## src/hdl/sbot_line.sv

```systemverilog
// ----------------------------------------------------------------------------
// sbot_line
// fixed delay line that keeps the case flags aligned with the dividers
// ----------------------------------------------------------------------------
`default_nettype none
module sbot_line #(
   parameter int WIDTH = 8,
   parameter int DEPTH = 2
) (
   input  wire logic             clock,
   input  wire logic             reset,
   input  wire logic [WIDTH-1:0] din,
   output logic [WIDTH-1:0]      dout
);
   logic [WIDTH-1:0] tap_ff [DEPTH];

   always_ff @(posedge clock) begin
      if (reset) begin
         tap_ff[0] <= '0;
      end else begin
         tap_ff[0] <= din;
      end
   end

   for (genvar i = 1; i < DEPTH; i++) begin : g_tap
      always_ff @(posedge clock) begin
         if (reset) begin
            tap_ff[i] <= '0;
         end else begin
            tap_ff[i] <= tap_ff[i-1];
         end
      end
   end

   assign dout = tap_ff[DEPTH-1];
endmodule
`default_nettype wire

```

## config.mk

```make
export PLATFORM = sky130hd
export DESIGN_NAME = sbot_line
export DESIGN_NICKNAME = d
export VERILOG_FILES = /design/src/hdl/sbot_line.sv
export SDC_FILE = /design/constraint.sdc
export NUM_CORES = 1
export LEC_CHECK = 0
export ABC_AREA = 1
export BUFFER_PORTS_ARGS = -buffer_cell sky130_fd_sc_hd__buf_4
export CAP_MARGIN = 20
export CORE_AREA = 2 2 39 41
export DETAILED_ROUTE_END_ITERATION = 12
export DIE_AREA = 0 0 41 43
export GPL_TIMING_DRIVEN = 0
export MAX_ROUTING_LAYER = met4
export PLACE_DENSITY_LB_ADDON = 0.12
export SETUP_SLACK_MARGIN = 0.2
export SYNTH_ARGS = -nofsm -noshare
export SYNTH_HDL_FRONTEND = slang
export SYNTH_SLANG_ARGS = --single-unit
```

## constraint.sdc

```tcl
create_clock -name clock -period 1.1 [get_ports clock]
set_input_delay 0.165 -clock clock [delete_from_list [all_inputs] [get_ports clock]]
set_output_delay 0.165 -clock clock [all_outputs]
set_load 0.01 [all_outputs]
```

==> reports/results.tsv <==
stage	metric	value	unit
cells_and_area	multi_input_area	67.6	µm²
worst_setup_path	worstPathRequired	0.94	ns
grt	grt_remaining_overflow	0	
drt	via_count	309	
cells_and_area	final_util	48.7	%
placement	dp.cells	82	
cells_and_area	stdcell_count	85	
sta	report.final.setup_viol	0	
clocking	root_buffer	clkbuf_4	
run_status	status	finished clean	
synth	synth_cell_types	6	
cells_and_area	largest_reg_flops	16	
die	dieArea	1760	µm²
placement	port_buffers	16	
cells_and_area	top_register	tap_ff	
clocking	cts.clk_slew.worst_paths	0.08	ns
worst_hold_path	min_path_type	input pin to flop	
cells_and_area	drive_gt1_share	43.5	%
grt	grt_usage	8.31	%
drt	antenna_left	0	
clocking	cts_max_level	1	
power	p_leak	0.346	nW
synth	ys_seq_area_share	67.5	%
sta	rsz0062_at_grt	true	
power	p_seq_share	61.9	%
grt	antenna_found_initial	0	
clocking	cts.sinks	16	
power	power	994	µW
die	ios	18	
power	ir_drop	727	µV
synth	syn_inst	50	
clocking	cts_hold_buf	0	
drt	dr.pass1.iters	1	
sta	hold_violations	0	
worst_setup_path	worst-path-stages	1	
worst_setup_path	reg2regPathDepth	2	
synth	syn-cell-area	474	µm²
grt	met2_usage	9.69	%
clocking	cts_tree	built	
drt	via_per_inst	3.64	
worst_setup_path	crit_chain	buf_6	
sta	drv_slew	0	
grt	grt_pass1_vias	228	
sta	fin_setup_tns	0	ns
placement	dpl.hpwl	412	µm
worst_setup_path	rr_endpoint	tap_ff[1][4]$_SDFF_PP0_	
worst_setup_path	r2r_start	tap_ff[0][4]$_SDFF_PP0_	
worst_setup_path	critPathLaunchType	flop	
placement	routabilityCongestion	0.547	
worst_hold_path	hold_start	reset	
power	switching_share	20.3	%
worst_setup_path	critPathMaxFanout	1	
sta	min_period	0.870	ns
grt	grt_busiest_layer	met2	
cells_and_area	nets	81	
die	core_area	1380	µm²
cells_and_area	nFillCells	130	
worst_setup_path	end_kind	output port	
clocking	numCtsBuffers	3	
cells_and_area	reg.largest.list	tap_ff (16)	
worst_setup_path	cpPeakStageDelay	0.32	ns
flow_run	max_cap_viol_count	0	
drt	drt-initial-drc-count	0	
drt	wl_per_cell	6.64	µm
sta	max_freq	1.15	GHz
synth	synth_fp_nets	60	
cells_and_area	diodes	0	
power	clkPwrFrac	28.8	%
cells_and_area	regArea	328	µm²
grt	grt_start_max_net_pins	11	
synth	yosysWarningCount	0	
clocking	post_cts_buffers	0	
worst_setup_path	criticalPathCategory	flop to output port	
sta	whs	0.0689	ns
power	p_sw	202	µW
drt	wirelength	564	µm
grt	grt_use_met1	9.27	%
worst_setup_path	crit_slowest_cell	dfxtp_2	
die	rows	14	
clocking	cts_max_path_buffers	2	
worst_setup_path	crit_family	flip-flops	
die	initial_utilization	34.3	%
worst_hold_path	holdPathEnd	tap_ff[1][7]$_SDFF_PP0_	
clocking	clk_latency	0.27	ns
synth	ys_seq_elements	16	
synth	synth_area_per_cell	9.48	µm²
power	power_frac_comb	9.3	%
die	die_h	43	µm
sta	worst_slew_pin_slew	0.0811	ns
sta	fin_skew	0.000657	ns
grt	gr-usage-met3	4.71	%
cells_and_area	area_growth	42.2	%
drt	drc	0	
die	die_w	41	µm
worst_setup_path	arrival	0.70	ns
worst_setup_path	ff2ff_setup_slack	0.62	ns
power	intPower	791	µW
sta	timing.final.crit_share	79.1	%
worst_setup_path	crit_buf_inv	1	
sta	relSlewSlack	94.6	%
grt	grt_pass1_wl	869	µm
worst_hold_path	hold_depth	2	
power	p_per_area	1470	nW/µm²
[cell type report]
cell class / instances / share of cell area, %
sequential: 16 / 48.6
timing repair buffer: 16 / 22.3
multi-input combinational: 16 / 10.0
inverter: 16 / 8.91
buffer: 2 / 3.90
clock buffer: 3 / 3.34
tap: 16 / 2.97
[metal layers]
metal,part of all wire (%),vias to the layer above
met3,9.4,2
met2,47,12
met4,1.1,0
li1,-,173
met5,0,-
met1,42,122
[synthesized netlist by cell type, drive strengths merged]
cell type | instances | share of area (%)
nor2 | 16 | 14
dfxtp | 16 | 68
inv | 16 | 13
buf | 2 | 5.5
[what timing repair did]
item | 4_1_cts | 5_1_grt
setup endpoints to repair | 0 | 8
resized for setup | 0 | 14
hold endpoints to repair | 0 | 0
[stage by stage]
step | area [µm²] | worst slack, ns
floorplan | 474 | 0.559
global placement | 614 | 0.521
detailed placement | 614 | 0.520
CTS | 637 | 0.204
global route | 674 | 0.189
finish | 674 | 0.230
[power by group through the flow]
stage | clock network, mW | registers [mW] | logic (mW)
2_1_floorplan | 0 | 0.632 | 0.0376
3_3_place_gp | 0 | 0.625 | 0.0860
3_5_place_dp | 0 | 0.626 | 0.0877
4_1_cts | 0.308 | 0.612 | 0.0879
5_1_grt | 0.337 | 0.618 | 0.104
6_report | 0.286 | 0.615 | 0.0923
[cell usage in the layout (no fill, tap or decap)]
| cell | instances |
|---|---|
| nor2_2 | 3 |
| dfxtp_1 | 10 |
| nor2_1 | 13 |
| buf_8 | 1 |
| buf_4 | 8 |
| inv_1 | 16 |
| buf_6 | 9 |
| clkbuf_4 | 3 |
| dfxtp_2 | 6 |
[worst max path at each step]
| stage | from | slack, ns | endpoint |
|---|---|---|---|
| floorplan | reset | 0.56 | tap_ff[0][3]$_SDFF_PP0_ |
| CTS | tap_ff[1][2]$_SDFF_PP0_ | 0.20 | dout[2] |
| finish | tap_ff[1][2]$_SDFF_PP0_ | 0.23 | dout[2] |
| global route | tap_ff[1][6]$_SDFF_PP0_ | 0.19 | dout[6] |
| detailed placement | reset | 0.52 | tap_ff[0][3]$_SDFF_PP0_ |
| global placement | tap_ff[1][2]$_SDFF_PP0_ | 0.52 | dout[2] |
[worst register-to-register path: stages (launching register included)]
cell	delay (ns)
dfxtp_1	0.30
inv_1	0.06
nor2_2	0.03
[cell families (layout without fill, tap and decap cells)]
group	Yosys count	count (layout)	synth area share (%)
buffers and inverters	18	37	18.2
and+or+nand+nor	16	16	14.2
DFF	16	16	67.5
Note: power is estimated with default switching activity, not from simulation.
