[src/hdl/sbot_pkg.sv]
// ----------------------------------------------------------------------------
// sbot_pkg
// shared types and constants for the swept box overlap test
// ----------------------------------------------------------------------------
`default_nettype none
package sbot_pkg;
   localparam int COORD_BITS_DEF   = 24;
   localparam int TIME_BITS_DEF    = 24;
   localparam int TIME_FRAC        = 16;
   localparam int FRAME_TIME_RESET = 1092;

   typedef struct packed {
      logic live;
      logic moving;
      logic x_ok;
      logic x_ent;
      logic x_ext;
      logic y_ok;
      logic y_ent;
      logic y_ext;
   } flags_type;
endpackage
`default_nettype wire

[src/hdl/sbot_div.sv]
// ----------------------------------------------------------------------------
// sbot_div
// pipelined restoring divider, one quotient bit per stage, saturating
// ----------------------------------------------------------------------------
`default_nettype none
module sbot_div
   import sbot_pkg::*;
#(
   parameter int CW = COORD_BITS_DEF,
   parameter int TB = TIME_BITS_DEF
) (
   input  wire logic          clock,
   input  wire logic [CW-1:0] dvd,
   input  wire logic [CW:0]   speed,
   output logic [TB-1:0]      quot
);
   localparam int NW = CW + TIME_FRAC;
   localparam int SW = CW + 1 + TB;
   localparam int W  = (NW > SW) ? NW : SW;

   logic [W-1:0]  rem_ff [TB+1];
   logic [CW:0]   spd_ff [TB+1];
   logic [TB-1:0] q_ff   [TB+1];
   logic          sat_ff [TB+1];

   logic [W-1:0] num_in;
   logic [W-1:0] lim_in;

   always_comb begin
      num_in = W'({dvd, {TIME_FRAC{1'b0}}});
      lim_in = W'(speed) << TB;
   end

   always_ff @(posedge clock) begin
      rem_ff[0] <= num_in;
      spd_ff[0] <= speed;
      q_ff[0]   <= '0;
      sat_ff[0] <= num_in >= lim_in;
   end

   for (genvar i = 0; i < TB; i++) begin : g_stage
      localparam int B = TB - 1 - i;
      logic [W-1:0] shv;
      logic         ge;
      assign shv = W'(spd_ff[i]) << B;
      assign ge  = rem_ff[i] >= shv;
      always_ff @(posedge clock) begin
         rem_ff[i+1] <= ge ? rem_ff[i] - shv : rem_ff[i];
         spd_ff[i+1] <= spd_ff[i];
         q_ff[i+1]   <= {q_ff[i][TB-2:0], ge};
         sat_ff[i+1] <= sat_ff[i];
      end
   end

   assign quot = sat_ff[TB] ? {TB{1'b1}} : q_ff[TB];
endmodule
`default_nettype wire

[config.mk]
export PLATFORM = sky130hd
export DESIGN_NAME = sbot_div
export DESIGN_NICKNAME = d
export VERILOG_FILES = /design/src/hdl/sbot_pkg.sv /design/src/hdl/sbot_div.sv
export SDC_FILE = /design/constraint.sdc
export NUM_CORES = 2
export LEC_CHECK = 0
export BUFFER_PORTS_ARGS = -buffer_cell sky130_fd_sc_hd__buf_2
export CORE_MARGIN = 1
export CORE_UTILIZATION = 41
export CTS_CLUSTER_SIZE = 25
export DETAILED_ROUTE_END_ITERATION = 12
export PLACE_DENSITY = 0.63
export SYNTH_ARGS = -nofsm -noshare
export SYNTH_HDL_FRONTEND = slang
export SYNTH_SLANG_ARGS = --single-unit
[constraint.sdc]
create_clock -name clock -period 4.8 [get_ports clock]
set_input_delay 0.72 -clock clock [delete_from_list [all_inputs] [get_ports clock]]
set_output_delay 0.72 -clock clock [all_outputs]
set_load 0.01 [all_outputs]
==> flow_summary.yaml <==
status:
  status: "finished clean"
cts:
  cts_root_buf: "clkbuf_16"
  tritoncts: "yes"
  cts_max_path_buffers: 3
  htree_num_levels: 4
  postCtsHoldBufs: 49
  post_cts.repair.setup_buffers: 0
  clk_latency_ns: 0.83
  clkTransAtPathRegs_ns: 0.06
  numCtsBuffers: 186
  cts_resized: 0
  cts.sinks: 1828
min_path:
  holdCritPathClass: "reg2reg"
  min_from: "q_ff[5][8]"
worst_setup_path:
  cpLargestDelayFamily: "compound AO/OA/AOI/OAI gates"
  rr_startpoint: "spd_ff[2][25]"
  slowest_delay_ns: 0.72
  crit_path_frequent_cell: "a21oi_1"
  start_kind: "flop"
  path_class: "reg2reg"
  path_cells: "inv_1, fa_1, a21oi_1, o21ai_0, a2111oi_0, o311ai_0, buf_4, a211oi_1, a21oi_1, nor2b_1, or4_1, nor3_1, xor2_1"
  cp.arrival_ns: 4.91
  cp_slowest_cell: "a2111oi_0"
  end_kind: "flop"
  crit_start: "spd_ff[2][25]"
  worst-path-buf-inv: 2
  cp_max_fo: 4
  required_ns: 5.56
place:
  placed_cells_incl_taps: 11020
  port_buffers: 73
  gp_congestion: 0.9201
  place_ws_ns: 0.7492
  dpl.hpwl_um: 145700
  placed_cell_area_mm2: 0.08316
pwr:
  p_sw_mw: 21.94
  p_int_mw: 38.61
  swShare: 0.3624
  clock_power_share: 0.249
  power.share.sequential: 0.368
  ir_drop_uv: 311.7
  p_leak_nw: 39.92
  total_power_mw: 60.55
  cellPowerDensity_mw_per_mm2: 671.1
  power_frac_comb: 0.382
yosys:
  syn_nets: 9245
  synth_top_area_share: 0.4582
  ys.flop_type: "dfxtp_1"
  netlist_instances: 8565
  synth_largest_area_cell: "dfxtp_1"
  yosysSeqAreaShare: 0.4582
  yosys-top-cells-area: "dfxtp_1 46%, ha_1 9.5%, xnor2_1 4.5%"
  ys_ff_latch: 1828
  synth-edff-count: 0
  async_flop_share: 0
  netlist_area_mm2: 0.07986
  yosysUniqueCellTypes: 86
  yosys_warnings: 0
  synth.avg_cell_area_um2: 9.324
floorplanning:
  boundaryPins: 74
  die_h_um: 443.3
  die_area_mm2: 0.1966
  fp-row-count: 161
  chipWidth_um: 443.3
  core_area_mm2: 0.1930
  initial_core_util: 0.4138
finish:
  final_cells: 11430
  postLayoutCellArea_mm2: 0.09022
  nets: 9413
  area_growth_syn_to_layout_pct: 12.97
  drive_above_1_share: 0.07354
  utilization: 0.4675
  n_fill_cell: 18030
sta:
  period_minus_slack_ns: 4.152
  fin_setup_tns_ns: 0
  finalCritPeriodShare: 0.8651
  setup_violations: 0
  worstMarginPinSlew_ns: 1.042
  rsz0062_at_grt: "no"
  slew_viol_final: 0
  hold_viol_final: 0
  slew_headroom: 0.2987
  worst_slack_ns: 0.6476
  max_clock_freq_mhz: 240.8
  finClkSkew_ns: 0.03467
  hold_ws_ns: 0.3141
global_routing:
  grt_pass1_wl_um: 299500
  grt_start_max_net_pins: 54
  grt_util_all_layers: 0.1858
  antenna_found_initial: 3
  grt_pass1_vias: 57610
  grt_overflow: 0
route:
  dr.pass1.iters: 5
  drtAntennaViolNets: 0
  wl_per_cell_um: 16.33
  drc: 0
  drtIter0Drc: 3739
  routed_wirelength_um: 186700
  via_per_inst: 5.186
  vias: 59270
run:
  maxCapViolCount: 0
[power by group through the flow]
stage / clock, mW / combinational, mW / sequential (mW)
final: 15.1 / 23.1 / 22.3
after CTS: 15.5 / 23.0 / 22.4
after detailed placement: 0 / 22.8 / 22.7
after global routing: 16.2 / 25.9 / 22.7
after floorplan: 0 / 18.1 / 21.3
after global placement: 0 / 22.5 / 22.6
[state kept, by name (all words and copies together) (netlist names)]
name,flops
q_ff,300
rem_ff,903
sat_ff,25
spd_ff,600
[final timing paths]
check	to	slack, ns	cells past startpoint
min	q_ff[5][33]	0.31	0
min reg2reg	q_ff[5][33]	0.31	0
max	rem_ff[2][140]	0.65	13
max reg2reg	rem_ff[2][140]	0.65	13
[kinds of logic after synthesis]
family,after synthesis,synth area share
buffers and inverters,965,0.04564
adders and majority gates,630,0.1009
DFF,1828,0.4582
muxes,114,0.01598
and+or+nand+nor,2249,0.1389
xor gates and xnor gates,731,0.08017
AOI/OAI and AO/OA,2048,0.1602
[synthesized netlist by cell type, types with 52 or more instances]
cell type and count:
ha_1 607, a31oi_1 71, o21a_1 91, xnor2_1 407, nor2b_1 102, nor2_1 456
o21bai_1 63, and3_1 53, nor3_1 155, o31ai_1 63, or2_2 59, nor4_1 96
a211oi_1 52, nand3_1 147, xor2_1 324, inv_1 779, clkbuf_1 161, nand2b_1 112
nand2_1 706, nand4_1 94, a21o_1 289, a21oi_1 521, o21ai_0 613, or3_1 69
dfxtp_1 1828, mux2_2 108
[cells in the final DEF (no fill, tap or decap), drive strengths merged, types with 49 or more instances in the layout]
cell type,synthesis,routed
a211oi,52,52
a21o,289,289
a21oi,521,521
a31oi,71,71
and3,53,53
buf,23,115
clkbuf,161,254
dfxtp,1828,1828
dlygate4sd3,0,49
ha,607,607
inv,781,789
mux2,108,108
nand2,710,710
nand2b,113,113
nand3,147,147
nand4,94,94
nor2,456,456
nor2b,103,103
nor3,156,156
nor4,97,97
o21a,91,91
o21ai,616,616
o21bai,63,63
o31ai,64,64
or2,59,59
or3,69,69
xnor2,407,407
xor2,324,324
[metal layers]
metal  global-route usage  wire [µm]  up-vias  part of all wire
li1                     -          -    29980                 -
met1               0.2362      83610    27760              0.45
met2               0.3200      89350     1225              0.48
met3              0.02764       8322      308             0.045
met4              0.06212       5408        0             0.029
met5                    0          0        -                 0
[area by class of cell]
cell class,count,area [µm²],share of cell area
diodes,10,25.02,0.0002774
clock buffers,254,5254,0.05824
clock inverters,94,1290,0.01430
inverters,781,2932,0.03249
multi-input cells,5772,39740,0.4405
flip-flops and latches,1828,36600,0.4056
well taps,2526,3161,0.03503
repair buffers,164,1221,0.01354
(Power assumes the default switching activity.)
