--- src/hdl/sbot_pkg.sv ---
// ----------------------------------------------------------------------------
// sbot_pkg
// shared types and constants for the swept box overlap test
// ----------------------------------------------------------------------------
`default_nettype none
package sbot_pkg;
   localparam int COORD_BITS_DEF   = 24;
   localparam int TIME_BITS_DEF    = 24;
   localparam int TIME_FRAC        = 16;
   localparam int FRAME_TIME_RESET = 1092;

   typedef struct packed {
      logic live;
      logic moving;
      logic x_ok;
      logic x_ent;
      logic x_ext;
      logic y_ok;
      logic y_ent;
      logic y_ext;
   } flags_type;
endpackage
`default_nettype wire

--- src/hdl/sbot_prep.sv ---
// ----------------------------------------------------------------------------
// sbot_prep
// relative velocity, per-axis distances and case flags, one register stage
// ----------------------------------------------------------------------------
`default_nettype none
module sbot_prep
   import sbot_pkg::*;
#(
   parameter int CW = COORD_BITS_DEF
) (
   input  wire logic                 clock,
   input  wire logic                 reset,
   input  wire logic                 take,
   input  wire logic signed [CW-1:0] a_min_x,
   input  wire logic signed [CW-1:0] a_min_y,
   input  wire logic signed [CW-1:0] a_max_x,
   input  wire logic signed [CW-1:0] a_max_y,
   input  wire logic signed [CW-1:0] b_min_x,
   input  wire logic signed [CW-1:0] b_min_y,
   input  wire logic signed [CW-1:0] b_max_x,
   input  wire logic signed [CW-1:0] b_max_y,
   input  wire logic signed [CW-1:0] a_vel_x,
   input  wire logic signed [CW-1:0] a_vel_y,
   input  wire logic signed [CW-1:0] b_vel_x,
   input  wire logic signed [CW-1:0] b_vel_y,
   output flags_type                 flags,
   output logic [CW-1:0]             dist_xe,
   output logic [CW-1:0]             dist_xx,
   output logic [CW-1:0]             dist_ye,
   output logic [CW-1:0]             dist_yx,
   output logic [CW:0]               speed_x,
   output logic [CW:0]               speed_y
);
   flags_type flags_ff, flags_in;
   logic [CW-1:0] dxe_ff, dxe_in, dxx_ff, dxx_in, dye_ff, dye_in, dyx_ff, dyx_in;
   logic [CW:0] sx_ff, sx_in, sy_ff, sy_in;

   function automatic logic signed [CW:0] sx1(input logic signed [CW-1:0] v);
      sx1 = {v[CW-1], v};
   endfunction

   logic signed [CW:0] vx, vy;
   logic signed [CW:0] bmin_amax_x, bmax_amin_x, amin_bmax_x, amax_bmin_x;
   logic signed [CW:0] bmin_amax_y, bmax_amin_y, amin_bmax_y, amax_bmin_y;

   always_comb begin
      vx = sx1(b_vel_x) - sx1(a_vel_x);
      vy = sx1(b_vel_y) - sx1(a_vel_y);
      bmin_amax_x = sx1(b_min_x) - sx1(a_max_x);
      bmax_amin_x = sx1(b_max_x) - sx1(a_min_x);
      amin_bmax_x = sx1(a_min_x) - sx1(b_max_x);
      amax_bmin_x = sx1(a_max_x) - sx1(b_min_x);
      bmin_amax_y = sx1(b_min_y) - sx1(a_max_y);
      bmax_amin_y = sx1(b_max_y) - sx1(a_min_y);
      amin_bmax_y = sx1(a_min_y) - sx1(b_max_y);
      amax_bmin_y = sx1(a_max_y) - sx1(b_min_y);

      flags_in.live   = take;
      flags_in.moving = (vx != '0) || (vy != '0);

      sx_in = vx[CW] ? (CW+1)'(-vx) : vx;
      sy_in = vy[CW] ? (CW+1)'(-vy) : vy;

      if (vx[CW]) begin
         flags_in.x_ok  = !(a_min_x > b_max_x);
         flags_in.x_ent = a_max_x < b_min_x;
         flags_in.x_ext = a_min_x < b_max_x;
         dxe_in = bmin_amax_x[CW-1:0];
         dxx_in = bmax_amin_x[CW-1:0];
      end else if (vx != '0) begin
         flags_in.x_ok  = !(a_max_x < b_min_x);
         flags_in.x_ent = a_min_x > b_max_x;
         flags_in.x_ext = a_max_x > b_min_x;
         dxe_in = amin_bmax_x[CW-1:0];
         dxx_in = amax_bmin_x[CW-1:0];
      end else begin
         flags_in.x_ok  = !(a_max_x < b_min_x || a_min_x > b_max_x);
         flags_in.x_ent = 1'b0;
         flags_in.x_ext = 1'b0;
         dxe_in = amin_bmax_x[CW-1:0];
         dxx_in = amax_bmin_x[CW-1:0];
      end

      if (vy[CW]) begin
         flags_in.y_ok  = !(a_min_y > b_max_y);
         flags_in.y_ent = a_max_y < b_min_y;
         flags_in.y_ext = a_min_y < b_max_y;
         dye_in = bmin_amax_y[CW-1:0];
         dyx_in = bmax_amin_y[CW-1:0];
      end else if (vy != '0) begin
         flags_in.y_ok  = !(a_max_y < b_min_y);
         flags_in.y_ent = a_min_y > b_max_y;
         flags_in.y_ext = a_max_y > b_min_y;
         dye_in = amin_bmax_y[CW-1:0];
         dyx_in = amax_bmin_y[CW-1:0];
      end else begin
         flags_in.y_ok  = !(a_max_y < b_min_y || a_min_y > b_max_y);
         flags_in.y_ent = 1'b0;
         flags_in.y_ext = 1'b0;
         dye_in = amin_bmax_y[CW-1:0];
         dyx_in = amax_bmin_y[CW-1:0];
      end
   end

   always_ff @(posedge clock) begin
      if (reset) begin
         flags_ff <= '0;
      end else begin
         flags_ff <= flags_in;
      end
      dxe_ff <= dxe_in;
      dxx_ff <= dxx_in;
      dye_ff <= dye_in;
      dyx_ff <= dyx_in;
      sx_ff  <= sx_in;
      sy_ff  <= sy_in;
   end

   assign flags   = flags_ff;
   assign dist_xe = dxe_ff;
   assign dist_xx = dxx_ff;
   assign dist_ye = dye_ff;
   assign dist_yx = dyx_ff;
   assign speed_x = sx_ff;
   assign speed_y = sy_ff;
endmodule
`default_nettype wire

--- config.mk ---
export PLATFORM = sky130hd
export DESIGN_NAME = sbot_prep
export DESIGN_NICKNAME = d
export VERILOG_FILES = /design/src/hdl/sbot_pkg.sv /design/src/hdl/sbot_prep.sv
export SDC_FILE = /design/constraint.sdc
export NUM_CORES = 1
export LEC_CHECK = 0
export BUFFER_PORTS_ARGS = -buffer_cell sky130_fd_sc_hd__buf_2
export CORE_MARGIN = 2
export CORE_UTILIZATION = 51
export DETAILED_ROUTE_END_ITERATION = 8
export PLACE_DENSITY_LB_ADDON = 0.1
export SLEW_MARGIN = 15
export SYNTH_ARGS = -nofsm -noshare
export SYNTH_HDL_FRONTEND = slang
export SYNTH_SLANG_ARGS = --single-unit
--- constraint.sdc ---
create_clock -name clock -period 5.1 [get_ports clock]
set_input_delay 1.275 -clock clock [delete_from_list [all_inputs] [get_ports clock]]
set_output_delay 1.275 -clock clock [all_outputs]
set_load 0.01 [all_outputs]
==> impl_summary.txt <==
----------------------------------------------------
[Run status]
  Result of the run ... finished, final reports clean

[Worst setup path]
  Delay-heaviest family, CP ... compound AO/OA/AOI/OAI gates
  CP startpoint kind ... input port
  Endpoint arrival time on the critical path ... 4.77 ns
  Kind of critical path ... input port to flop
  Combined buffer and inverter count along the critical path ... 2
  Crit path cell chain ... buf_2 > inv_1 > ha_1 > fa_1 > nand2b_1 > a21boi_0 > o21ai_0 > a211oi_1 > o21ai_0 > o21ai_1 > or3b_2 > a32o_1 > o41ai_1
  Cell with the largest stage delay on the worst path ... or3b_2
  Most numerous cell on the critical path ... o21ai_0
  Data required time of the critical path ... 5.43 ns
  Endpoint type of the worst setup path ... flop
  Largest stage delay on the critical path ... 0.47 ns
  Largest driver fanout on the critical path ... 4

[Yosys]
  Commonest cells in the netlist ... 301 x inv_1, 250 x a21oi_1, 238 x ha_1, 157 x nor2_1, 154 x dfxtp_1
  Mapped Avg Cell Area ... 7.41 µm²
  Async SR Flop Fraction ... 0
  Primary flip-flop cell chosen by synthesis mapping ... dfxtp_1
  Number of storage elements in the synthesis netlist ... 154
  EDFF count, synth ... 0
  Leading cell types by total area after synthesis ... dfxtp_1 17%, ha_1 17%, xnor2_1 7.1%
  Mapped Nets ... 2939
  Sequential element share of the synthesized area ... 0.173
  Synth area leader ... dfxtp_1
  Post-Syn Instances ... 2400
  Portion of synthesized cell area occupied by the leading cell type ... 0.173
  Cell variety after synth ... 82
  Library cell with the highest instance count after synthesis ... inv_1
  Synth warnings ... 0
  Cell Area, Synth ... 17800 µm²

[Routing]
  Antenna-violating nets left ... 0
  Final wirelength ... 58.3 mm
  Remaining design rule violation count ... 0
  Via density per instance ... 5.63
  Average detailed-routed wire length per instance ... 17.9 µm
  DR pass1 iterations ... 5
  Number of vias in the routed layout ... 18300
  Number of DRC markers in iteration 0 ... 854

[Timing]
  Period minus WS final ... 4.43 ns
  Worst Hold Slack ... 1.04 ns
  RSZ-0062 raised after global routing ... no
  F_max ... 0.226 GHz
  Final period utilization ... 0.869
  Count of final hold-check violations ... 0
  Max_slew headroom ... 0.430
  Total Negative Setup Slacks ... 0 ns
  Slew at the pin with the worst max-slew slack ... 0.845 ns
  Number of setup violations in the final report ... 0
  Max-slew violation total from the final report ... 0

[Clocking]
  Clock tree from TritonCTS ... built
  Buffer levels on the longest clock path ... 2
  CTS Root Cell ... clkbuf_16
  Clock Sink Count ... 154
  Number of hold buffers added after CTS ... 0
  Number of CTS-inserted buffers ... 17
  Number of post-CTS setup repair buffers ... 0
  Clock-pin slew on the worst setup and hold paths ... 0.07 ns
  H-tree levels ... 4
  Count of cells resized by post-cts repair ... 0

[Power and ir drop]
  Clk network pwr share ... 0.230
  Internal power contribution ... 3.62 mW
  Highest ir drop seen on vdd ... 0.249 mV
  Sw Share ... 0.403
  Relative contribution of sequential cells to total power ... 0.285
  Fraction of power consumed by combinational cells ... 0.485
  Switching Power ... 2.44 mW
  Leakage power figure ... 10.9 nW
  Power density of the placed cells ... 289 nW/µm²

[Die]
  Floorplan row count ... 68
  Floorplan Core Area ... 34500 µm²
  Initial core utilization ... 0.516
  Boundary Pins ... 445
  Die width ... 191 µm
  Area of the die ... 36400 µm²
  Die height ... 191 µm

[GRT]
  Number of global-route vias before repair ... 17400
  Maximum number of pins on one net before global-route repair ... 76
  Total routing usage reported by global routing ... 0.309
  Global-route wire length before repair ... 88.8 mm
  Antenna violations before repair ... 13
  Remaining global-route overflow ... 0

[Placement]
  Placed wire-length estimate ... 48.2 mm
  Number of buffers inserted by port buffering ... 444
  Final GP Congestion ... 0.983

[Final layout]
  Number of nets in the finished design ... 3310
  Area occupied by registers ... 3080 µm²
  Share of cells above drive strength 1 ... 0.193
  Footprint of the multi-input gates ... 13200 µm²
  Relative area change from synthesis to final layout ... 18.0%
  Core occupancy in the finished layout ... 0.609
  Filler cells ... 3284

[Hold path]
  HP Class ... input port to flop

[Flow run]
  Number of max-cap violations ... 0

----------------------------------------------------
per-layer routing:
metal	part of all wire	vias up	track usage	routed length, µm
li1	-	9047	-	-
met3	0.058	109	0.0381	3400
met5	0.00022	-	0	13
met2	0.47	678	0.540	27700
met1	0.43	8473	0.382	25100
met4	0.037	2	0.128	2170
flip-flops by register name (all words and copies together), names as in the netlist:
register	count
dist_xe	24
dist_xx	24
dist_ye	24
dist_yx	24
flags	8
speed_x	25
speed_y	25
final timing paths:
| kind | startpoint | end | cells past startpoint |
|---|---|---|---|
| worst min-delay path | take | flags[7] | 2 |
| worst max-delay path | a_max_y[0] | flags[0] | 13 |
power by group through the flow:
stage               clock, mW  sequential [mW]  combinational [mW]
detailed placement          0             1.74                2.89
floorplan                   0             1.88                1.69
CTS                      1.42             1.72                2.91
finish                   1.40             1.73                2.94
global route             1.47             1.74                3.21
global placement            0             1.75                2.86
per-stage QoR:
stage	instance area [µm²]	power [mW]	instances	setup slack, ns
floorplan	17800	3.57	2400	0.908
global placement	20300	4.61	3207	0.444
detailed placement	20300	4.63	3207	0.305
CTS	21000	6.06	3239	0.787
global route	21000	6.42	3251	0.541
finish	21000	6.06	3251	0.667
cells in the final DEF (no fill, tap or decap), types with 9 or more instances in the layout:
cell type / netlist / final
o21ai_0: 152 / 151
buf_4: 0 / 15
xor2_1: 83 / 83
a221oi_1: 9 / 9
o31ai_1: 21 / 21
nand4_1: 25 / 25
buf_2: 4 / 444
o21a_1: 34 / 33
nor3_1: 39 / 39
a31oi_1: 24 / 24
ha_1: 238 / 238
nor2_1: 157 / 157
diode_2: 0 / 12
a21oi_1: 250 / 250
fa_1: 10 / 10
a31o_2: 13 / 13
nand3_1: 38 / 37
a211oi_1: 16 / 16
or3_1: 27 / 27
a21boi_0: 12 / 12
nand2b_1: 41 / 41
a21o_1: 101 / 101
clkbuf_16: 0 / 17
and3_1: 28 / 28
dfxtp_1: 154 / 154
nand2_1: 119 / 119
mux2i_1: 21 / 21
inv_1: 301 / 301
xnor2_1: 144 / 144
o21bai_1: 27 / 27
and2_1: 13 / 13
or2_2: 13 / 13
nor2b_1: 38 / 38
o211ai_1: 15 / 15
cell families (layout without fill, tap and decap cells):
group | count (synthesis) | in the layout | share of synthesized area
DFF | 154 | 154 | 0.173
muxes | 21 | 21 | 0.0118
AOI/OAI and AO/OA | 763 | 763 | 0.274
buffers and inverters | 410 | 794 | 0.0868
xor gates and xnor gates | 227 | 227 | 0.112
adders and majority gates | 248 | 248 | 0.179
other | 0 | 12 | 0
and+or+nand+nor | 577 | 577 | 0.164
cell type report:
| type | count | share of cell area |
|---|---|---|
| Sequential cell | 154 | 0.147 |
| Clock buffer | 19 | 0.0211 |
| Antenna cell | 12 | 0.00143 |
| Clock inverter | 13 | 0.00906 |
| Inverter | 301 | 0.0538 |
| Tap cell | 455 | 0.0271 |
| Timing Repair Buffer | 461 | 0.113 |
| Multi-Input combinational cell | 1836 | 0.628 |
No activity file was read; power rests on OpenSTA's default activity.
