`src/hdl/sbot_pkg.sv`:
```
// ----------------------------------------------------------------------------
// sbot_pkg
// shared types and constants for the swept box overlap test
// ----------------------------------------------------------------------------
`default_nettype none
package sbot_pkg;
   localparam int COORD_BITS_DEF   = 24;
   localparam int TIME_BITS_DEF    = 24;
   localparam int TIME_FRAC        = 16;
   localparam int FRAME_TIME_RESET = 1092;

   typedef struct packed {
      logic live;
      logic moving;
      logic x_ok;
      logic x_ent;
      logic x_ext;
      logic y_ok;
      logic y_ent;
      logic y_ext;
   } flags_type;
endpackage
`default_nettype wire

```
`src/hdl/sbot_resolve.sv`:
```
// ----------------------------------------------------------------------------
// sbot_resolve
// clips entry and exit times per axis and forms the hit result, two stages
// ----------------------------------------------------------------------------
`default_nettype none
module sbot_resolve
   import sbot_pkg::*;
#(
   parameter int TB = TIME_BITS_DEF
) (
   input  wire logic          clock,
   input  wire logic          reset,
   input  flags_type          flags,
   input  wire logic [TB-1:0] frame,
   input  wire logic [TB-1:0] t_xe,
   input  wire logic [TB-1:0] t_xx,
   input  wire logic [TB-1:0] t_ye,
   input  wire logic [TB-1:0] t_yx,
   output logic               rsp_valid,
   output logic               rsp_hit
);
   flags_type     fl_ff;
   logic [TB-1:0] tf_ff, tf_in, tl_ff, tl_in, ye_ff, yx_ff;
   logic          okx_ff, okx_in;
   logic          valid_ff, hit_ff, hit_in;
   logic [TB-1:0] tf2, tl2;

   always_comb begin
      tf_in  = flags.x_ent ? t_xe : '0;
      tl_in  = (flags.x_ext && t_xx < frame) ? t_xx : frame;
      okx_in = flags.x_ok && (tf_in <= tl_in);
   end

   always_comb begin
      tf2 = (fl_ff.y_ent && ye_ff > tf_ff) ? ye_ff : tf_ff;
      tl2 = (fl_ff.y_ext && yx_ff < tl_ff) ? yx_ff : tl_ff;
      hit_in = fl_ff.live && fl_ff.moving && okx_ff && fl_ff.y_ok && (tf2 <= tl2);
   end

   always_ff @(posedge clock) begin
      if (reset) begin
         fl_ff    <= '0;
         valid_ff <= 1'b0;
         hit_ff   <= 1'b0;
      end else begin
         fl_ff    <= flags;
         valid_ff <= fl_ff.live;
         hit_ff   <= hit_in;
      end
      tf_ff  <= tf_in;
      tl_ff  <= tl_in;
      okx_ff <= okx_in;
      ye_ff  <= t_ye;
      yx_ff  <= t_yx;
   end

   assign rsp_valid = valid_ff;
   assign rsp_hit   = hit_ff;
endmodule
`default_nettype wire

```
`config.mk`:
```
export PLATFORM = sky130hd
export DESIGN_NAME = sbot_resolve
export DESIGN_NICKNAME = d
export VERILOG_FILES = /design/src/hdl/sbot_pkg.sv /design/src/hdl/sbot_resolve.sv
export SDC_FILE = /design/constraint.sdc
export NUM_CORES = 1
export LEC_CHECK = 0
export BUFFER_PORTS_ARGS = -buffer_cell sky130_fd_sc_hd__buf_2
export CAP_MARGIN = 0
export CORE_MARGIN = 2
export CORE_UTILIZATION = 46
export DETAILED_ROUTE_END_ITERATION = 10
export PLACE_DENSITY = 0.69
export SLEW_MARGIN = 20
export SYNTH_ARGS = -nofsm -noshare
export SYNTH_HDL_FRONTEND = slang
export SYNTH_SLANG_ARGS = --single-unit
```
`constraint.sdc`:
```
create_clock -name clock -period 3.8 [get_ports clock]
set_input_delay 0.19 -clock clock [delete_from_list [all_inputs] [get_ports clock]]
set_output_delay 0.19 -clock clock [all_outputs]
set_load 0.02 [all_outputs]
```
==> key figures, run 1 <==
Pwr
  – Part of the power in combinational logic: 23.9%
  – Lkg Pwr: 4.23 nW
  – Clock power share: roughly a third
  – Internal Power: about 2.1 mW
  – Sw Ratio: 27.4%
  – Worst vdd ir: ~190 uV
  – Cell Pwr Density: approximately 360 mW/mm^2
  – Switch Pwr: ~800 uW
  – Seq pwr share: 41.7%

Finish
  – Layout cells sized above 1: approximately 28%
  – Ant. Diodes: 0
  – Area growth syn-to-layout: 30.0%
  – Fin area: 0.00801 sq mm
  – Fin util: roughly 61%
  – NumNets Final: about 1000

Global routing
  – GRT overflow: 0
  – Antenna violations before repair: 0
  – Overall fraction of global-route tracks in use: a little over a fifth
  – Vias in the first global route: 5172
  – Largest net degree at the start of global routing: 27
  – Global-route wire length before repair: 24.7 mm

Critical path
  – CP Capture Type: register
  – Worst path max stage delay: 0.41 ns
  – Slowest CP cell: o31a_4
  – Critical Path RT: 4.08 ns
  – CP Class: register to register
  – CP Launch Type: register
  – Worst-path cell chain: inv_1 > ha_1 > nand4_1 > nor4_2 > buf_4 > nand2_2 > o31a_4 > o21ai_4 > mux2_4 > ha_1 > nand4_1 > nor3_2 > nand2_1 > or3_1 > a21oi_1
  – Critical path peak fanout: 5
  – WP data arrival: a little under 4 ns

Yosys
  – Synthesized area per cell: roughly 10 sq um
  – Ys flop type: dfxtp_1
  – Post-synth top cells: ha_1 (118), dfxtp_1 (104), inv_1 (72)
  – Top-count cell post-synth: ha_1
  – Ranking of synthesized cells by area: dfxtp_1 (34%), ha_1 (24%), mux2i_1 (7.6%), mux2_2 (7.5%), inv_1 (4.4%)
  – Async SR Flop Fraction: 0%
  – Number of flops mapped to enable cells by yosys: 0
  – Post-synth cell types: 37
  – Cells after synthesis: 607
  – Synthesized Nets: 855
  – Yosys warning count: 0
  – Cell Area, Synth: just over 0.006 sq mm
  – Synth top area share: 33.8%
  – Sequential element share of the synthesized area: between 30% and 40%
  – Yosys reg bits: 104
  – Largest area contributor in the netlist: dfxtp_1

Die
  – Die Wd: 120 um
  – Die area: 0.0143 sq mm
  – Core area: 0.0131 sq mm
  – Row count: 42
  – Initial Utilization: between 40% and 50%
  – # IOs: 132
  – Die Ht: 120 um

Drt
  – Antenna Nets Post-Route: 0
  – Post-DR vias/cell: 5.15
  – Wire per inst: 16.0 um
  – TritonRoute pass-1 iters: 4
  – Final wirelength: roughly 16 mm
  – Initial DRC count: 216
  – Total number of vias: about 5000
  – Drt drc: 0

Timing
  – Max-slew violations: 0
  – Min Tclk post-route: 3.66 ns
  – Final Cycle Share: 96.3%
  – Clock skew: approximately 0.0039 ns
  – Final setup viols: 0
  – Measured slew at the worst slew-check pin: 0.353 ns
  – Max Fclk: 273 MHz
  – Slew margin rel.: around 76%
  – Setup tns final: 0 ns
  – Final Hold Viols: 0

Hold path
  – Hold Crit Class: input pin to register

Clock tree
  – Clock latency on the worst-skew pair: between 0.3 and 0.4 ns
  – H-tree levels: 3
  – Clock Sinks: 104
  – CTS tree: built
  – Clock Pin Slew Worst Setup and Hold Paths: 0.07 ns
  – Number of buffers created by CTS: 9
  – Root buffer cell: clkbuf_16
  – Clock tree buffer depth: 2

Place
  – Placed inst area: 0.00705 sq mm
  – Number of port buffers: 131
  – RD Place Congestion: between 0.8 and 0.9
  – Hpwl dp: 12.4 mm

Run
  – Number of max-cap violations: 0

Outcome
  – Status: finished clean
==> placed cells by master, fill, tap and decap left out, types with 8 or more instances in the layout <==
cell,n
a21o_1,26
a21oi_1,42
and2_1,23
buf_2,131
clkbuf_16,9
dfxtp_1,103
dlygate4sd3_1,48
ha_1,116
inv_1,72
mux2_2,39
mux2_4,9
mux2i_1,47
nand2_1,17
nand4_1,20
nor2_1,8
nor2b_1,11
o21ai_0,10
==> cell families after synthesis <==
group / synth area share (%)
and+or+nand+nor: 9.38
buffers and inverters: 5.60
AOI/OAI and AO/OA: 10.5
adders and majority gates: 24.0
muxes: 16.8
DFF: 33.8
==> path summary, 6_finish.rpt <==
check / slack (ns) / cells after the start / from / endpoint
worst max-delay path: 0.14 / 15 / tf_ff[23] / rsp_hit
worst min-delay path: 0.07 / 2 / flags[7] / fl_ff[7]
worst max register to register: 0.14 / 15 / tf_ff[23] / rsp_hit
worst min register to register: 0.48 / 1 / fl_ff[7] / rsp_valid
==> flip-flops by register name, summed over array words and instances (netlist names) <==
register,flops
okx_ff,1
tl_ff,24
rsp_valid,1
rsp_hit,1
tf_ff,24
yx_ff,24
fl_ff,5
ye_ff,24
==> what timing repair did <==
item / in CTS / in global routing
setup buffers: 0 / 2
hold buffers: 48 / 0
cloned: 0 / 3
setup endpoints to repair: 1 / 1
pin swaps: 0 / 10
hold endpoints to repair: 48 / 0
resized for setup: 1 / 19
==> critical path, delay by kind of cell (launching register included) <==
kind                     cells  cell delay, ns
AO/OA/AOI/OAI                3            0.71
AND/OR/NAND/NOR              7            1.37
buffers and inverters        2            0.22
multiplexers                 1            0.34
flip-flops                   1            0.35
adder cells (fa/ha/maj)      2            0.61
==> through the flow <==
stage                     hold WS (ns)  instances  power (mW)  worst slack, ns
after floorplan                  0.218        607        1.64            0.439
after global placement           0.292        910        1.82           0.0350
after detailed placement         0.294        910        1.85          -0.0713
after CTS                       0.0623        974        2.88          0.00728
after global routing            0.0671        979        3.05          -0.0523
final                           0.0690        979        2.90            0.139
==> power groups by stage <==
| stage | Sequential, mW | Combinational, mW | Clock (mW) |
|---|---|---|---|
| finish | 1.21 | 0.692 | 0.997 |
| floorplan | 1.21 | 0.424 | 0 |
| CTS | 1.21 | 0.667 | 1.00 |
| detailed placement | 1.23 | 0.621 | 0 |
| global placement | 1.23 | 0.593 | 0 |
| global route | 1.21 | 0.783 | 1.05 |
==> cell type report <==
| class | instances | area, sq um |
|---|---|---|
| clock inverters | 7 | 103 |
| inverters | 72 | 270 |
| clock buffers | 9 | 225 |
| fillers | 1098 | 5130 |
| repair buffers | 189 | 1240 |
| multi-input cells | 422 | 3870 |
| flip-flops and latches | 104 | 2080 |
| well taps | 176 | 220 |
==> layer usage <==
metal  share of wire, %  GRT usage (%)  wire length (um)  up-vias
li1                   -              -                 -     2546
met1                 48           29.2              7550     2342
met2                 46           36.3              7160      127
met3                3.5           2.42               542       27
met4                2.7           8.09               418        0
met5                  0              0                 0        -
(Power assumes the default switching activity.)
==> inputs of run 2 (changes only) <==
BUFFER_PORTS_ARGS = default   (was -buffer_cell sky130_fd_sc_hd__buf_2)
DONT_BUFFER_PORTS = 1   (was default)
PLACE_DENSITY = default   (was 0.69)
==> run 2 against run 1 <==
Against the previous run: sequential cell count stayed put; core utilization up 0.16 points; register-to-register slack hardly changed; largest power group unchanged; highest routed layer is now met5.
==> key figures, run 2 (synthesis gave the netlist of run 1 again) <==
Outcome
  – Status: finished clean (unchanged)

Finish
  – Reg area: 0.00208 sq mm (about the same)
  – Most frequent cells in the layout: ha_1 (116), dlygate4sd3_1 (115), dfxtp_1 (102) (was buf_2 (131), ha_1 (116), dfxtp_1 (103))
  – Most common cell after layout, fill and taps aside: ha_1 (was buf_2)
  – Layout cells sized above 1: 13.1% (was 27.5%)
  – NumNets Final: 989 (was 1046)
  – Ant. Diodes: 0 (unchanged)
  – Area of the multi-input gates: 0.00383 sq mm (was 0.00387 sq mm)
  – Area growth syn-to-layout: 30.3% (was 30.0%)
  – Fillcell total: 1098 (unchanged)
  – Fin util: 61.1% (was 61.0%)

Die
  – Die area: 0.0143 sq mm (unchanged)
  – Row count: 42 (unchanged)
  – # IOs: 132 (unchanged)
  – Core area: 0.0131 sq mm (unchanged)
  – Initial Utilization: 46.9% (unchanged)
  – Die Ht: 120 um (unchanged)
  – Die Wd: 120 um (unchanged)

Drt
  – Post-DR vias/cell: 5.23 (was 5.15)
  – Initial DRC count: 206 (was 216)
  – Total number of vias: 4824 (was 5042)
  – Wire per inst: 17.4 um (was 16.0 um)
  – Antenna Nets Post-Route: 0 (unchanged)
  – Final wirelength: 16.0 mm (was 15.7 mm)
  – Drt drc: 0 (unchanged)
  – TritonRoute pass-1 iters: 4 (unchanged)

Timing
  – Min Tclk post-route: 3.65 ns (was 3.66 ns)
  – Final Hold Viols: 0 (unchanged)
  – Max-slew violations: 0 (unchanged)
  – Measured slew at the worst slew-check pin: 0.468 ns (was 0.353 ns)
  – Clock skew: 0.00610 ns (was 0.00386 ns)
  – Slew margin rel.: 68.6% (was 76.4%)
  – Max Fclk: 274 MHz (was 273 MHz)
  – Final setup viols: 0 (unchanged)
  – Hold WS: 0.00559 ns (was 0.0690 ns)
  – Final Cycle Share: 96.1% (was 96.3%)

Clock tree
  – Clock latency on the worst-skew pair: 0.36 ns (was 0.34 ns)
  – Number of buffers created by CTS: 9 (unchanged)
  – Root buffer cell: clkbuf_16 (unchanged)
  – H-tree levels: 3 (unchanged)
  – Clock Sinks: 104 (unchanged)
  – Clock Pin Slew Worst Setup and Hold Paths: 0.07 ns (about the same)
  – Clock tree buffer depth: 2 (unchanged)
  – CTS tree: built (unchanged)

Critical path
  – CP Launch Type: register (unchanged)
  – Worst path max stage delay: 0.36 ns (was 0.41 ns)
  – CP Buf/Inv Count: 2 (unchanged)
  – WP data arrival: 3.95 ns (was 3.94 ns)
  – Worst R2R Start: tf_ff[22] (was tf_ff[23])
  – Slowest CP cell: o31a_1 (was o31a_4)
  – CP delay by family, top: simple AND/OR/NAND/NOR gates (unchanged)
  – Critical Path RT: 4.10 ns (was 4.08 ns)
  – Worst-path cell chain: inv_1 > ha_1 > nand4_1 > nor4_4 > nand2_1 > o31a_1 > o21ai_4 > buf_6 > mux2_2 > ha_1 > nand4_1 > nor3_4 > nand2_1 > or3_1 > a21oi_1 (was inv_1 > ha_1 > nand4_1 > nor4_2 > buf_4 > nand2_2 > o31a_4 > o21ai_4 > mux2_4 > ha_1 > nand4_1 > nor3_2 > nand2_1 > or3_1 > a21oi_1)
  – Critical path peak fanout: 5 (unchanged)
  – Reg2Reg Depth: 15 (unchanged)
  – R2r setup slk: 0.15 ns (was 0.14 ns)
  – CP Capture Type: register (unchanged)
  – CP Class: register to register (unchanged)
  – RR Endpoint: rsp_hit (unchanged)

Place
  – Hpwl dp: 12.3 mm (was 12.4 mm)
  – RD Place Congestion: 0.849 (was 0.886)
  – Number of port buffers: 0 (was 131)

Global routing
  – Antenna violations before repair: 1 (was 0)
  – GRT overflow: 0 (unchanged)
  – Overall fraction of global-route tracks in use: 22.8% (was 21.8%)
  – Largest net degree at the start of global routing: 32 (was 27)
  – Vias in the first global route: 5054 (was 5172)
  – Global-route wire length before repair: 25.1 mm (was 24.7 mm)

Hold path
  – Hold Crit Class: input pin to register (unchanged)
  – Hold Path End: tf_ff[4] (was fl_ff[7])
  – WHS Path Cells: 1 (was 2)
  – Hold Crit Start: t_xe[4] (was flags[7])

Pwr
  – Lkg Pwr: 4.04 nW (was 4.23 nW)
  – Cell Pwr Density: 355 mW/mm^2 (was 362 mW/mm^2)
  – Worst vdd ir: 208 uV (was 186 uV)

Run
  – Number of max-cap violations: 0 (unchanged)
-- run 2: cell count changes in the layout (fill, tap and decap cells not counted), moves of 3 or more --
cell / delta
buf_2: -131
buf_4: +8
o21ai_4: -3
dlygate4sd3_1: +67
-- run 2: how the worst max path moves through the flow --
stage          cells past startpoint  slack [ns]  endpoint  startpoint
3_3_place_gp                      14       -0.28   rsp_hit   tf_ff[23]
3_5_place_dp                      14       -0.35   rsp_hit   tf_ff[23]
6_report                          15        0.15   rsp_hit   tf_ff[22]
2_1_floorplan                     15        0.44   rsp_hit   tf_ff[22]
5_1_grt                           15       -0.02   rsp_hit   tf_ff[18]
4_1_cts                           15        0.04   rsp_hit   tf_ff[23]
-- run 2: per-layer routing --
| metal | GRT usage [%] | vias up | part of all wire (%) |
|---|---|---|---|
| met1 | 29.7 | 2238 | 46 |
| met4 | 6.84 | 2 | 1.7 |
| met3 | 5.85 | 25 | 6.6 |
| li1 | - | 2433 | - |
| met5 | 0 | - | 0.081 |
| met2 | 37.3 | 126 | 46 |
-- run 2: repair_timing --
action,in CTS,in global routing
hold buffers,115,0
buffers inserted,3,6
pin swaps,0,9
endpoints found under the setup margin,1,1
gates resized for setup,5,13
gates cloned,0,1
hold endpoints to repair,87,0
-- run 2: final cells by class --
type,instances,area share (%)
Clock buffer,9,2.80
Tap cell,176,2.74
Multi-Input combinational cell,420,47.7
Sequential cell,104,26.0
Timing Repair Buffer,134,16.5
Clock inverter,7,0.966
Inverter,72,3.37
-- run 2: where the power goes --
part	internal (mW)	leakage [nW]	switching, mW	total, mW
Clock	0.519	0.152	0.431	0.950
Combinational	0.375	3.01	0.316	0.691
Sequential	1.16	0.875	0.0451	1.21
-- run 2: worst register-to-register path: cells and delay by family (launching register included) --
family | cells | cell delay, ns
and+or+nand+nor | 7 | 1.50
AOI/OAI and AO/OA | 3 | 0.64
muxes | 1 | 0.33
adders and majority gates | 2 | 0.61
DFF | 1 | 0.33
buffers and inverters | 2 | 0.18
-- run 2: stage by stage --
stage                     cell area [sq um]  worst slack (ns)  setup TNS [ns]  power, mW  std cells
after detailed placement               6410            -0.346          -0.346       1.78        781
final                                  8030             0.147               0       2.85        922
after global placement                 6410            -0.278          -0.278       1.75        781
after global routing                   8030           -0.0206         -0.0206       3.00        922
after CTS                              7910            0.0446               0       2.85        915
after floorplan                        6160             0.439               0       1.64        607
==> inputs of run 3 (changes only) <==
--- a/config.mk
+++ b/config.mk
@@ -7,2 +7,3 @@
 export LEC_CHECK = 0
+export ABC_CLOCK_PERIOD_IN_PS = 3800
 export CAP_MARGIN = 0
==> constraint.sdc (replaced) <==
create_clock -name clock -period 3.8 [get_ports clock]
set_input_delay 0 -clock clock [delete_from_list [all_inputs] [get_ports clock]]
set_output_delay 0 -clock clock [all_outputs]
set_load 0.02 [all_outputs]
==> run 3 against run 2 <==
Against the previous run: global-route usage grew 0.17 points; core utilization grew 1.2 points; non-clock buffer count up 10; combinational power rose by 3.6%; wire length increased by 2.2%; die area unchanged; clock power is 1% higher; register-to-register slack worse by 0.02 ns; first-iteration DRC count grew 6.3%; sequential power about the same; critical path type unchanged; critical path depth is the same.
==> key figures, run 3 (synthesis gave the netlist of run 1 again) <==
Drt
  – Drt drc: 0 (unchanged)
  – Initial DRC count: 219 (was 206)
  – Final wirelength: 16.4 mm (was 16.0 mm)
  – Wire per inst: 17.6 um (was 17.4 um)
  – Post-DR vias/cell: 5.26 (was 5.23)
  – Antenna Nets Post-Route: 0 (unchanged)
  – TritonRoute pass-1 iters: 4 (unchanged)
  – Total number of vias: 4905 (was 4824)

Finish
  – Final Non-Filler Cells: 932 (was 922)
  – Layout cells sized above 1: 13.8% (was 13.1%)
  – Most common cell after layout, fill and taps aside: dlygate4sd3_1 (was ha_1)
  – Ant. Diodes: 0 (unchanged)
  – Area growth syn-to-layout: 32.9% (was 30.3%)
  – NumNets Final: 999 (was 989)
  – Most frequent cells in the layout: dlygate4sd3_1 (128), ha_1 (113), dfxtp_1 (99) (was ha_1 (116), dlygate4sd3_1 (115), dfxtp_1 (102))
  – Fin area: 0.00819 sq mm (was 0.00803 sq mm)
  – Fillcell total: 1084 (was 1098)

Pwr
  – Part of the power in combinational logic: 24.8% (was 24.3%)
  – Seq pwr share: 41.9% (was 42.4%)
  – Sw Ratio: 27.8% (about the same)
  – Clock power share: 33.3% (was 33.4%)
  – Worst vdd ir: 219 uV (was 208 uV)
  – Internal Power: 2.08 mW (was 2.06 mW)
  – Switch Pwr: 800 uW (was 793 uW)
  – Cell Pwr Density: 352 mW/mm^2 (was 355 mW/mm^2)
  – Lkg Pwr: 4.07 nW (was 4.04 nW)

Timing
  – Clock skew: 0.00689 ns (was 0.00610 ns)
  – Max-slew violations: 0 (unchanged)
  – Final Cycle Share: 96.7% (was 96.1%)
  – Slew margin rel.: 49.5% (was 68.6%)
  – Measured slew at the worst slew-check pin: 0.756 ns (was 0.468 ns)
  – Min Tclk post-route: 3.67 ns (was 3.65 ns)
  – Final setup viols: 0 (unchanged)
  – Final Hold Viols: 0 (unchanged)
  – Max Fclk: 272 MHz (was 274 MHz)

Die
  – Core area: 0.0131 sq mm (unchanged)
  – Die Wd: 120 um (unchanged)
  – Die area: 0.0143 sq mm (unchanged)
  – Die Ht: 120 um (unchanged)
  – Row count: 42 (unchanged)
  – # IOs: 132 (unchanged)
  – Initial Utilization: 46.9% (unchanged)

Critical path
  – Reg2Reg Depth: 15 (unchanged)
  – Worst-path cell chain: inv_1 > ha_4 > nand4_1 > nor4_4 > nand2_1 > o31a_1 > o21ai_4 > buf_6 > mux2_2 > ha_4 > nand4_1 > nor3_4 > nand2_1 > or3_1 > a21oi_2 (was inv_1 > ha_1 > nand4_1 > nor4_4 > nand2_1 > o31a_1 > o21ai_4 > buf_6 > mux2_2 > ha_1 > nand4_1 > nor3_4 > nand2_1 > or3_1 > a21oi_1)
  – R2r setup slk: 0.13 ns (was 0.15 ns)
  – Critical Path Source: tf_ff[23] (was tf_ff[22])
  – Critical path peak fanout: 6 (was 5)
  – WP data arrival: 3.97 ns (was 3.95 ns)
  – CP Capture Type: register (unchanged)
  – RR Endpoint: rsp_hit (unchanged)
  – Worst R2R Start: tf_ff[23] (was tf_ff[22])
  – Worst path max stage delay: 0.39 ns (was 0.36 ns)
  – Critical Path RT: 4.10 ns (about the same)
  – CP Class: register to register (unchanged)
  – Setup crit end: rsp_hit (unchanged)
  – Slowest CP cell: o31a_1 (unchanged)
  – CP Launch Type: register (unchanged)

Clock tree
  – Root buffer cell: clkbuf_16 (unchanged)
  – Number of buffers created by CTS: 9 (unchanged)
  – CTS tree: built (unchanged)
  – Clock Pin Slew Worst Setup and Hold Paths: 0.07 ns (about the same)
  – Clock latency on the worst-skew pair: 0.36 ns (about the same)
  – H-tree levels: 3 (unchanged)
  – Clock tree buffer depth: 2 (unchanged)
  – Clock Sinks: 104 (unchanged)

Place
  – RD Place Congestion: 0.853 (was 0.849)
  – Placed cells: 779 (was 781)
  – Number of port buffers: 0 (unchanged)
  – Placed inst area: 0.00637 sq mm (was 0.00641 sq mm)
  – Hpwl dp: 12.3 mm (about the same)

Run
  – Number of max-cap violations: 0 (unchanged)

Global routing
  – Antenna violations before repair: 0 (was 1)
  – GRT overflow: 0 (unchanged)
  – Global-route wire length before repair: 25.5 mm (was 25.1 mm)
  – Largest net degree at the start of global routing: 25 (was 32)
  – Vias in the first global route: 5184 (was 5054)
  – Overall fraction of global-route tracks in use: 23.0% (was 22.8%)

Hold path
  – Hold Crit Class: input pin to register (unchanged)

Outcome
  – Status: finished clean (unchanged)
run 3: changes by cell type in the layout (fill, tap and decap cells not counted), sizes merged:
cell         delta
inv             -1
clkbuf          +1
dlygate4sd3    +13
buf             -3
run 3: metrics by stage:
stage	hold slack [ns]	setup TNS [ns]	power (mW)	util, %	worst slack (ns)
after floorplan	0.0277	0	1.64	-	0.439
after global placement	0.0278	-0.248	1.75	48.5	-0.248
after detailed placement	0.0277	-0.246	1.77	48.5	-0.246
after CTS	0.171	0	2.85	60.7	0.0310
after global routing	0.179	-0.0404	3.02	62.3	-0.0404
final	0.181	0	2.88	62.3	0.125
run 3: layer usage:
layer / wire length (um) / share of wire (%) / track usage, %
met1: 7150 / 44 / 28.7
met2: 7470 / 46 / 38.4
met3: 1420 / 8.7 / 6.46
met4: 329 / 2.0 / 7.21
met5: 0 / 0 / 0
run 3: area by class of cell:
type | count | area, sq um | share of cell area, %
multi-input cells | 420 | 3890 | 47.5
flip-flops and latches | 104 | 2090 | 25.5
repair buffers | 144 | 1420 | 17.3
inverters | 72 | 270 | 3.30
clock buffers | 10 | 239 | 2.92
well taps | 176 | 220 | 2.69
clock inverters | 6 | 66.3 | 0.810
run 3: how the worst min path moves through the flow:
stage                     end     start  slack (ns)  cells after the start
finish              yx_ff[20]  t_yx[20]        0.18                      1
floorplan            ye_ff[0]   t_ye[0]        0.03                      0
global route        yx_ff[11]  t_yx[11]        0.18                      1
detailed placement  yx_ff[16]  t_yx[16]        0.03                      0
CTS                 yx_ff[10]  t_yx[10]        0.17                      1
global placement     yx_ff[3]   t_yx[3]        0.03                      0
run 3: power groups by stage:
stage	Sequential (mW)	Clock [mW]	Combinational, mW
after floorplan	1.21	0	0.424
after global placement	1.23	0	0.516
after detailed placement	1.23	0	0.544
after CTS	1.20	0.976	0.674
after global routing	1.21	1.01	0.802
final	1.21	0.960	0.716
run 3: repair_timing:
action	in CTS	in global routing
setup endpoints to repair	1	1
hold buffers	128	0
gates cloned	0	1
hold endpoints to repair	104	0
pin swaps	0	12
buffers inserted	0	8
gates resized for setup	4	23
run 3: worst max-delay path, delay by kind of cell, from the launching register on:
kind / cells / cell delay, ns
buffers and inverters: 2 / 0.22
AOI/OAI and AO/OA: 3 / 0.69
DFF: 1 / 0.33
and+or+nand+nor: 7 / 1.47
muxes: 1 / 0.35
adders and majority gates: 2 / 0.54
